**src/sv/ifn_pkg.sv**
```systemverilog
`timescale 1ns / 1ps

package ifn_pkg;

    localparam int MAX_FRAMES     = 32768;
    localparam int SAMPLE_BITS    = 24;
    localparam int COS_TABLE_BITS = 10;

    localparam int ADDR_W     = $clog2(MAX_FRAMES);
    localparam int CNT_W      = ADDR_W + 1;
    localparam int QTR_W      = CNT_W - 2;
    localparam int FRAME_W    = 15;
    localparam int CFG_W      = 16;
    localparam int TABLE_SIZE = (1 << COS_TABLE_BITS) + 1;
    localparam int TIDX_W     = COS_TABLE_BITS + 1;
    localparam int GAIN_FRAC  = 30;
    localparam int GAIN_W     = GAIN_FRAC + 1;
    localparam int PROD_W     = SAMPLE_BITS + GAIN_W;
    localparam int DIVN_W     = 2 * SAMPLE_BITS;
    localparam int DCNT_W     = $clog2(SAMPLE_BITS + 1);
    localparam int MODE_W     = 2;
    localparam int STDATA_W   = ((MODE_W + 2 * SAMPLE_BITS + 7) / 8) * 8;
    localparam int MTDATA_W   = ((2 * SAMPLE_BITS + FRAME_W + 7) / 8) * 8;

    localparam longint GAIN_ONE = longint'(1) << GAIN_FRAC;
    localparam longint TARGET   = ((longint'(89) << (SAMPLE_BITS - 1)) + 50) / 100;
    localparam longint PEAK_MIN = (longint'(1) << (SAMPLE_BITS - 1)) / 1000;

    typedef enum logic [MODE_W-1:0] {
        MODE_LOAD = 2'd0,
        MODE_PROC = 2'd1,
        MODE_READ = 2'd2,
        MODE_NONE = 2'd3
    } mode_t;

    typedef enum logic {
        CFG_FADE_IN  = 1'b0,
        CFG_FADE_OUT = 1'b1
    } cfg_idx_t;

    typedef struct packed {
        logic load;
        logic proc_init;
        logic rd_issue;
        logic out_load;
        logic fade_out;
        logic setup_div;
        logic dda_init;
        logic fade_rd;
        logic fade_wr;
        logic pass_clr;
        logic pass_rd;
        logic peak_upd;
        logic pass_adv;
        logic scale_sel;
        logic scl_div;
        logic scl_wr;
    } ifn_cmd_t;

    typedef struct packed {
        logic n_zero;
        logic div_busy;
        logic fade_last;
        logic pass_last;
        logic len_zero;
        logic peak_big;
        logic readable;
        logic out_free;
    } ifn_stat_t;

    function automatic logic signed [SAMPLE_BITS-1:0] sat(
        input logic signed [SAMPLE_BITS+1:0] v);
        logic signed [SAMPLE_BITS+1:0] hi;
        logic signed [SAMPLE_BITS+1:0] lo;
        hi = (SAMPLE_BITS + 2)'((longint'(1) << (SAMPLE_BITS - 1)) - 1);
        lo = -(SAMPLE_BITS + 2)'(longint'(1) << (SAMPLE_BITS - 1));
        if (v > hi) return SAMPLE_BITS'(hi);
        if (v < lo) return SAMPLE_BITS'(lo);
        return SAMPLE_BITS'(v);
    endfunction

    function automatic logic signed [SAMPLE_BITS+1:0] apply_sign(
        input logic neg, input logic [SAMPLE_BITS:0] m);
        logic signed [SAMPLE_BITS+1:0] ext;
        ext = {1'b0, m};
        return neg ? -ext : ext;
    endfunction

    function automatic longint sin_coef(input int k);
        case (k)
            0: return 1686629713;
            1: return 693598668;
            2: return 85569306;
            3: return 5026991;
            4: return 172272;
            default: return 3864;
        endcase
    endfunction

    // sin(pi/2 * x), x in Q30
    function automatic longint sin_quarter(input longint x);
        longint x2;
        longint s;
        x2 = (x * x) >>> GAIN_FRAC;
        s  = sin_coef(5);
        for (int k = 4; k >= 0; k--) begin
            s = sin_coef(k) - ((s * x2) >>> GAIN_FRAC);
        end
        s = (s * x) >>> GAIN_FRAC;
        if (s < 0) s = 0;
        if (s > GAIN_ONE) s = GAIN_ONE;
        return s;
    endfunction

    typedef logic [GAIN_W-1:0] gain_rom_t [TABLE_SIZE];

    function automatic gain_rom_t build_gain_rom();
        gain_rom_t r;
        longint    s;
        longint    g;
        for (int k = 0; k < TABLE_SIZE; k++) begin
            s = sin_quarter(longint'(k) << (GAIN_FRAC - COS_TABLE_BITS));
            g = (s * s) >>> GAIN_FRAC;
            if (g > GAIN_ONE) g = GAIN_ONE;
            r[k] = GAIN_W'(g);
        end
        return r;
    endfunction

    localparam gain_rom_t GAIN_ROM = build_gain_rom();

endpackage

```
**src/sv/ifn_ctrl.sv**
```systemverilog
`timescale 1ns / 1ps

module ifn_ctrl (
    input  logic                      aclk,
    input  logic                      aresetn,
    input  logic                      s_tvalid,
    output logic                      s_tready,
    input  logic [ifn_pkg::MODE_W-1:0] mode,
    input  ifn_pkg::ifn_stat_t         stat,
    output ifn_pkg::ifn_cmd_t          cmd
);
    import ifn_pkg::*;

    typedef enum logic [14:0] {
        ST_IDLE     = 15'b000000000000001,
        ST_RD_OUT   = 15'b000000000000010,
        ST_SETUP    = 15'b000000000000100,
        ST_DIV_WAIT = 15'b000000000001000,
        ST_FADE_RD  = 15'b000000000010000,
        ST_FADE_MUL = 15'b000000000100000,
        ST_FADE_WR  = 15'b000000001000000,
        ST_PEAK_RD  = 15'b000000010000000,
        ST_PEAK_CMP = 15'b000000100000000,
        ST_PEAK_CHK = 15'b000001000000000,
        ST_SCL_RD   = 15'b000010000000000,
        ST_SCL_MUL  = 15'b000100000000000,
        ST_SCL_DST  = 15'b001000000000000,
        ST_SCL_WAIT = 15'b010000000000000,
        ST_SCL_WR   = 15'b100000000000000
    } state_t;

    state_t state_reg, state_next;
    logic   phase_reg, phase_next;   // 0 fade-in, 1 fade-out
    logic   accept;

    assign s_tready = (state_reg == ST_IDLE);
    assign accept   = s_tvalid && s_tready;

    always_comb begin
        state_next   = state_reg;
        phase_next   = phase_reg;
        cmd          = '0;
        cmd.fade_out = phase_reg;
        case (state_reg)
            ST_IDLE: begin
                if (accept) begin
                    case (mode)
                        MODE_LOAD: cmd.load = 1'b1;
                        MODE_PROC: begin
                            cmd.proc_init = 1'b1;
                            phase_next    = 1'b0;
                            state_next    = ST_SETUP;
                        end
                        MODE_READ: begin
                            if (stat.readable) begin
                                cmd.rd_issue = 1'b1;
                                state_next   = ST_RD_OUT;
                            end
                        end
                        default: ;
                    endcase
                end
            end
            ST_RD_OUT: begin
                if (stat.out_free) begin
                    cmd.out_load = 1'b1;
                    state_next   = ST_IDLE;
                end
            end
            ST_SETUP: begin
                if (!stat.n_zero) begin
                    cmd.setup_div = 1'b1;
                    state_next    = ST_DIV_WAIT;
                end else if (!phase_reg) begin
                    phase_next = 1'b1;
                end else begin
                    cmd.pass_clr = 1'b1;
                    state_next   = ST_PEAK_RD;
                end
            end
            ST_DIV_WAIT: begin
                if (!stat.div_busy) begin
                    cmd.dda_init = 1'b1;
                    state_next   = ST_FADE_RD;
                end
            end
            ST_FADE_RD: begin
                cmd.fade_rd = 1'b1;
                state_next  = ST_FADE_MUL;
            end
            ST_FADE_MUL: state_next = ST_FADE_WR;
            ST_FADE_WR: begin
                cmd.fade_wr = 1'b1;
                if (!stat.fade_last) begin
                    state_next = ST_FADE_RD;
                end else if (!phase_reg) begin
                    phase_next = 1'b1;
                    state_next = ST_SETUP;
                end else begin
                    cmd.pass_clr = 1'b1;
                    state_next   = ST_PEAK_RD;
                end
            end
            ST_PEAK_RD: begin
                if (stat.len_zero) begin
                    state_next = ST_PEAK_CHK;
                end else begin
                    cmd.pass_rd = 1'b1;
                    state_next  = ST_PEAK_CMP;
                end
            end
            ST_PEAK_CMP: begin
                cmd.peak_upd = 1'b1;
                cmd.pass_adv = 1'b1;
                state_next   = stat.pass_last ? ST_PEAK_CHK : ST_PEAK_RD;
            end
            ST_PEAK_CHK: begin
                if (stat.peak_big) begin
                    cmd.pass_clr = 1'b1;
                    state_next   = ST_SCL_RD;
                end else begin
                    state_next = ST_IDLE;
                end
            end
            ST_SCL_RD: begin
                cmd.pass_rd = 1'b1;
                state_next  = ST_SCL_MUL;
            end
            ST_SCL_MUL: begin
                cmd.scale_sel = 1'b1;
                state_next    = ST_SCL_DST;
            end
            ST_SCL_DST: begin
                cmd.scl_div = 1'b1;
                state_next  = ST_SCL_WAIT;
            end
            ST_SCL_WAIT: begin
                if (!stat.div_busy) state_next = ST_SCL_WR;
            end
            ST_SCL_WR: begin
                cmd.scl_wr = 1'b1;
                state_next = stat.pass_last ? ST_IDLE : ST_SCL_RD;
            end
            default: state_next = ST_IDLE;
        endcase
    end

    always_ff @(posedge aclk) begin
        if (!aresetn) begin
            state_reg <= ST_IDLE;
            phase_reg <= 1'b0;
        end else begin
            state_reg <= state_next;
            phase_reg <= phase_next;
        end
    end

endmodule

```
**config.mk**
```make
export PLATFORM = sky130hd
export DESIGN_NAME = ifn_ctrl
export DESIGN_NICKNAME = d
export VERILOG_FILES = /design/src/sv/ifn_pkg.sv /design/src/sv/ifn_ctrl.sv
export SDC_FILE = /design/constraint.sdc
export NUM_CORES = 1
export LEC_CHECK = 0
export ABC_AREA = 1
export BUFFER_PORTS_ARGS = -buffer_cell sky130_fd_sc_hd__buf_2
export CAP_MARGIN = 20
export CORE_AREA = 8 8 64 66
export CTS_CLUSTER_SIZE = 25
export DETAILED_ROUTE_END_ITERATION = 8
export DIE_AREA = 0 0 72 74
export MAX_ROUTING_LAYER = met4
export PLACE_DENSITY_LB_ADDON = 0.25
export SETUP_SLACK_MARGIN = 0.1
export SKIP_LAST_GASP = 1
export SLEW_MARGIN = 30
export SYNTH_ARGS = -nofsm -noshare
export SYNTH_HDL_FRONTEND = slang
export SYNTH_SLANG_ARGS = --single-unit
```
**constraint.sdc**
```tcl
create_clock -name aclk -period 1.5 [get_ports aclk]
set_input_delay 0.15 -clock aclk [delete_from_list [all_inputs] [get_ports aclk]]
set_output_delay 0.15 -clock aclk [all_outputs]
set_load 0.02 [all_outputs]
```
==> results of run 1 <==
==> per-layer routing <==
| metal | routed length, microns | up-vias | share of wire (%) |
|---|---|---|---|
| li1 | - | 793 | - |
| met1 | 1675 | 698 | 43 |
| met2 | 2023 | 31 | 52 |
| met3 | 138 | 8 | 3.5 |
| met4 | 72 | 0 | 1.8 |
| met5 | 0 | - | 0 |
==> path summary, 6_finish.rpt <==
check,from,endpoint,slack [ps]
setup / recovery,state_reg[10],cmd[6],-320
hold / removal,stat[4],state_reg[10],140
setup reg to reg,state_reg[7],state_reg[6],-280
hold reg to reg,phase_reg,phase_reg,530
==> layout make-up <==
cell class              instances  area (sq um)  share of cell area (%)
clock buffers                   4         36.28                   1.701
inverters                      40         172.7                   8.094
multi-input cells             150          1002                   46.98
flip-flops and latches         16         334.1                   15.66
well taps                      46         57.56                   2.698
repair buffers                 67         530.5                   24.87
==> placed cells by master, fill, tap and decap left out <==
| master | count |
|---|---|
| nor2_4 | 14 |
| buf_2 | 18 |
| nand3_1 | 16 |
| nor3_1 | 4 |
| nand3b_1 | 1 |
| nor2_1 | 28 |
| o22ai_1 | 1 |
| nand4_1 | 5 |
| o21ai_4 | 1 |
| nor2_2 | 9 |
| dfxtp_2 | 11 |
| inv_8 | 1 |
| clkbuf_4 | 3 |
| nand2_1 | 30 |
| nand2_8 | 1 |
| inv_2 | 2 |
| clkbuf_8 | 1 |
| nor2_8 | 1 |
| nor3_4 | 1 |
| inv_1 | 35 |
| a21oi_1 | 1 |
| buf_4 | 32 |
| inv_4 | 1 |
| nand2_2 | 5 |
| o211ai_1 | 1 |
| nand3b_2 | 1 |
| nand2_4 | 8 |
| nand3_2 | 7 |
| o31ai_4 | 1 |
| nand3_4 | 1 |
| o21ai_0 | 5 |
| buf_6 | 16 |
| dfxtp_1 | 5 |
| buf_12 | 1 |
| o21ai_2 | 7 |
| nor4_2 | 1 |
| clkinv_8 | 1 |
==> what timing repair did <==
action / in CTS / in global routing
endpoints found under the setup margin: 31 / 32
resized for setup: 30 / 43
gates cloned: 1 / 0
hold endpoints to repair: 0 / 0
pin swaps: 8 / 15
setup buffers: 7 / 3
==> kinds of logic (layout without fill, tap and decap cells) <==
kind of cell           after synthesis  count (layout)
AND/OR/NAND/NOR                    132             133
AO/OA/AOI/OAI                       17              17
buffers and inverters               46             111
flip-flops                          16              16
==> power by group <==
group | switching [mW] | internal [mW]
clock | 0.160 | 0.148
combinational | 1.00 | 0.822
sequential | 0.0587 | 0.487
total | 1.22 | 1.46
==> critical path: cells and delay by family (launching register included) <==
kind | cells | cell delay [ps]
AO/OA/AOI/OAI | 2 | 270
buffers and inverters | 2 | 200
flip-flops | 1 | 350
AND/OR/NAND/NOR | 4 | 540
==> run metrics, run 1 <==
status complete, but fails checks; failing checks negative setup slack; clock tree buffer depth 2; die area 5328 sq um; Wirelength per Cell 12.10 microns; Max Clock Freq 0.5499 GHz; Iter 0 DRT Violations 45; Worst VDD drop 1.014 mV; final setup TNS -6455 ps; htree depth 1; syn_area_per_cell 6.345 sq um; Via density 4.737; Worst setup EP type output pin; WP data arrival 1670 ps; Pins Over Slew Limit 0; setup slack after layout -318.5 ps; first-pass GRT wire length 6.465 mm; initial core utilization 42.11%; Worst Path Required 1350 ps; nets@finish 291; pre-CTS setup slack -127.2 ps; Placed Cells 308; Synth Flop Type dfxtp_1; RSZ-0062 raised after global routing true; post-synth cell types 30; final WL 3.908 mm; initial antenna violation count 0; biggest area consumer among synthesized cells dfxtp_1; P&R area growth vs syn 59.35%; PD cells 1256 nW/um^2; Finished Cell Area 2133 sq um; clock-pin slew on the worst setup and hold paths 110 ps; critical-path cell with the highest stage delay dfxtp_2; met3 track demand over resource 2.426%; crit path launch type register; synth cell count leaders inv_1, nor2_1, nand2_1; vias in the first global route 1545; measured slew at the worst slew-check pin 408.9 ps; layout cells sized above 1 52.35%; endpoints failing hold 0; CTS hold repair buffers 0; drc violations 0; post-layout power 2.678 mW; max FFs per register 15; Horiz. Die Dim 72 microns; Tot GR Track Use 15.50%; Post-Synthesis Cell Area 1339 sq um; CTS tree built; largest net degree at the start of global routing 16; maxcap violations 0; fraction of synthesized area in multiplexers 0%; Antenna Nets Post-Route 0; cells along the critical path nor2_4, nand2_4, nor2_8, nand2_8, clkinv_8, o21ai_4, o31ai_4, buf_6; routability cong. 0.8582; final setup violation count 31; Crit Path Class reg2out; Post-Place Cell Area 1775 sq um; # clock sinks 16; clock skew 7.292 ps; Post-Synth Adder-Cell Area 0%; via count 1530; met1 Track Usage GR 16.39%; syn nets 224; min-delay worst type in2reg; Worst path max stage delay 350 ps; EDFF count, synth 0; Synth Area in Simple Gates 52.43%; core area 3179 sq um; leakage power 1.106 nW; Seq/Total Area, Yosys 23.93%; total grt overflow 0; r2r worst-path depth 13; drt pass-1 iters 4; Die Y 74 microns; headroom to the max-slew limit 72.74%; Synth Area in Compound Gates 7.383%; GRT met2 Usage 28.14%; Synth warnings 0; clock root buffer clkbuf_4; io pins 30; filler instances 287; Min Hold Slack 141.3 ps; GRT Max-Usage Layer met2; Non-Filler Instances 323; site row count 21; Synth Area in XOR/XNOR 0%; top fanout value on the critical path 5; n_diodes 0; top post-synthesis cells by area dfxtp_1, inv_1, nor2_1; CTS Buf Count 3; Post-Synthesis Cells 211; fin crit share 121.2%; port buffer count 29; final core area utilization 67.10%; Tmin final 1818 ps; #FFs+latches synth 16; Synth top area share 23.93%; largest family of logic cells by synthesized area simple AND/OR/NAND/NOR gates; clk_lat worst skew 300 ps; hold depth 4; Async SR Flop Fraction 0%; dpl hpwl 2.898 mm
(Power assumes the default switching activity.)
==> run 2: changes to the inputs <==
Settings changed: CORE_AREA 8 8 64 66 to 8 8 81 83, DIE_AREA 0 0 72 74 to 0 0 89 91.
==> run 2 against run 1 <==
The run still ends with negative setup slack left; core utilization is 22 points lower; via count is 0.78% higher; register-to-register slack better by 90 ps; flip-flop and latch count stayed put; fmax is 3.7% higher; global-route usage is 5.0 points lower; clock power is 31% higher; sequential share of layout area is 1.7 points lower; die area is 52% higher; clock skew is 2.5 ps lower; critical path type unchanged.
==> run metrics, run 2 (synthesized netlist as in run 1, its figures left out) <==
final setup violation count 31; critical path's top delay family simple AND/OR/NAND/NOR gates; drt pass-1 iters 4; Worst Path Required 1350 ps; endpoints failing hold 0; fin crit share 117.0%; headroom to the max-slew limit 71.30%; largest net degree at the start of global routing 16; switching share of total power 44.96%; cells along the critical path nor2_4, nand2_4, nor2_8, nand2_4, inv_4, nor2_4, o31ai_4, buf_6; leakage power 1.188 nW; port buffer count 29; crit path launch type register; Antenna Nets Post-Route 0; Wirelength per Cell 12.06 microns; critical-path cell with the highest stage delay dfxtp_2; clock skew 4.759 ps; Post-Place Cell Area 1821 sq um; Tot GR Track Use 10.51%; total grt overflow 0; switching power 1.317 mW; Iter 0 DRT Violations 44; setup slack after layout -254.4 ps; clock tree buffer depth 2; Clock power frac 13.8%; drc violations 0; status complete, but fails checks; CTS hold repair buffers 0; clock-pin slew on the worst setup and hold paths 70 ps; Tmin final 1754 ps; Crit Path Class reg2out; Worst setup EP type output pin; maxcap violations 0; min-delay worst type in2reg; measured slew at the worst slew-check pin 430.5 ps; Via density 4.319; Pins Over Slew Limit 0; first-pass GRT wire length 6.575 mm; P&R area growth vs syn 80.37%; Die Y 91 microns; htree depth 1; max FFs per register 15; Crit. path cell count 8; routability cong. 0.7815; clock root buffer clkbuf_8; nets@finish 299; power share of the combinational group 68.0%; RSZ-0062 raised after global routing true; final core area utilization 45.24%; Worst path max stage delay 340 ps; Finished Cell Area 2415 sq um; pre-CTS setup slack -114.6 ps; dpl hpwl 3.158 mm; clk_lat worst skew 250 ps; Internal 1.612 mW; initial core utilization 25.08%; Sequential Power Share 18.3%; io pins 30; failing checks negative setup slack; top fanout value on the critical path 6; hold depth 4; initial antenna violation count 0; via count 1542; die area 8099 sq um; CTS Buf Count 3; n_diodes 0; most common cell after layout, fill and taps aside buf_4; core area 5338 sq um; WP data arrival 1600 ps; site row count 27; Horiz. Die Dim 89 microns; Max Clock Freq 0.5700 GHz; final WL 4.304 mm; PD cells 1213 nW/um^2; Worst VDD drop 0.7247 mV; # clock sinks 16; commonest cells after routing, fill and taps aside buf_4, inv_1, nand2_1, nor2_1, buf_6; layout cells sized above 1 58.95%; Worst Path Buf+Inv 2; Min Hold Slack 210.5 ps; vias in the first global route 1458; CTS tree built; r2r worst-path depth 11
## run 2: path summary, 6_finish.rpt
path / startpoint / to / slack, ps
min: stat[3] / state_reg[8] / 210
min reg2reg: phase_reg / phase_reg / 530
max reg2reg: state_reg[8] / state_reg[2] / -190
max: state_reg[8] / cmd[6] / -250
## run 2: timing repair
item,4_1_cts,5_1_grt
setup buffers,8,11
gates resized for setup,53,62
endpoints found under the setup margin,32,32
pin swaps,9,22
gates cloned,1,0
## run 2: final cells by class
type | instances | area, sq um
multi-input cells | 150 | 1115
clock buffers | 4 | 55.05
inverters | 40 | 182.7
flip-flops and latches | 16 | 336.6
well taps | 72 | 90.09
fillers | 572 | 2923
repair buffers | 75 | 635.6
## run 2: worst min-delay path: stages
cell and delay (ps):
buf_2 130, nor2_1 70, nand3_2 60, inv_1 30
## run 2: through the flow
stage	power [mW]	setup TNS [ps]	std cells
floorplan	1.499	0	211
global placement	1.945	-711.8	334
detailed placement	1.950	-1111	334
CTS	2.606	-4294	346
global route	3.138	-7537	357
finish	2.929	-4621	357
## run 2: layer usage
metal	wire [microns]	track usage [%]	share of wire, %	up-vias
met3	158	1.441	3.7	2
met1	1906	12.94	44	707
met4	21	2.497	0.49	0
met5	0	-	0	-
met2	2217	17.44	52	29
li1	-	-	-	804
## run 2: power by group through the flow
stage                     Clock, mW  Sequential (mW)  Combinational [mW]
final                         0.404            0.535                1.99
after global routing          0.437            0.541                2.16
after CTS                     0.415            0.533                1.66
after detailed placement          0            0.528                1.42
after global placement            0            0.526                1.42
after floorplan                   0            0.526               0.973
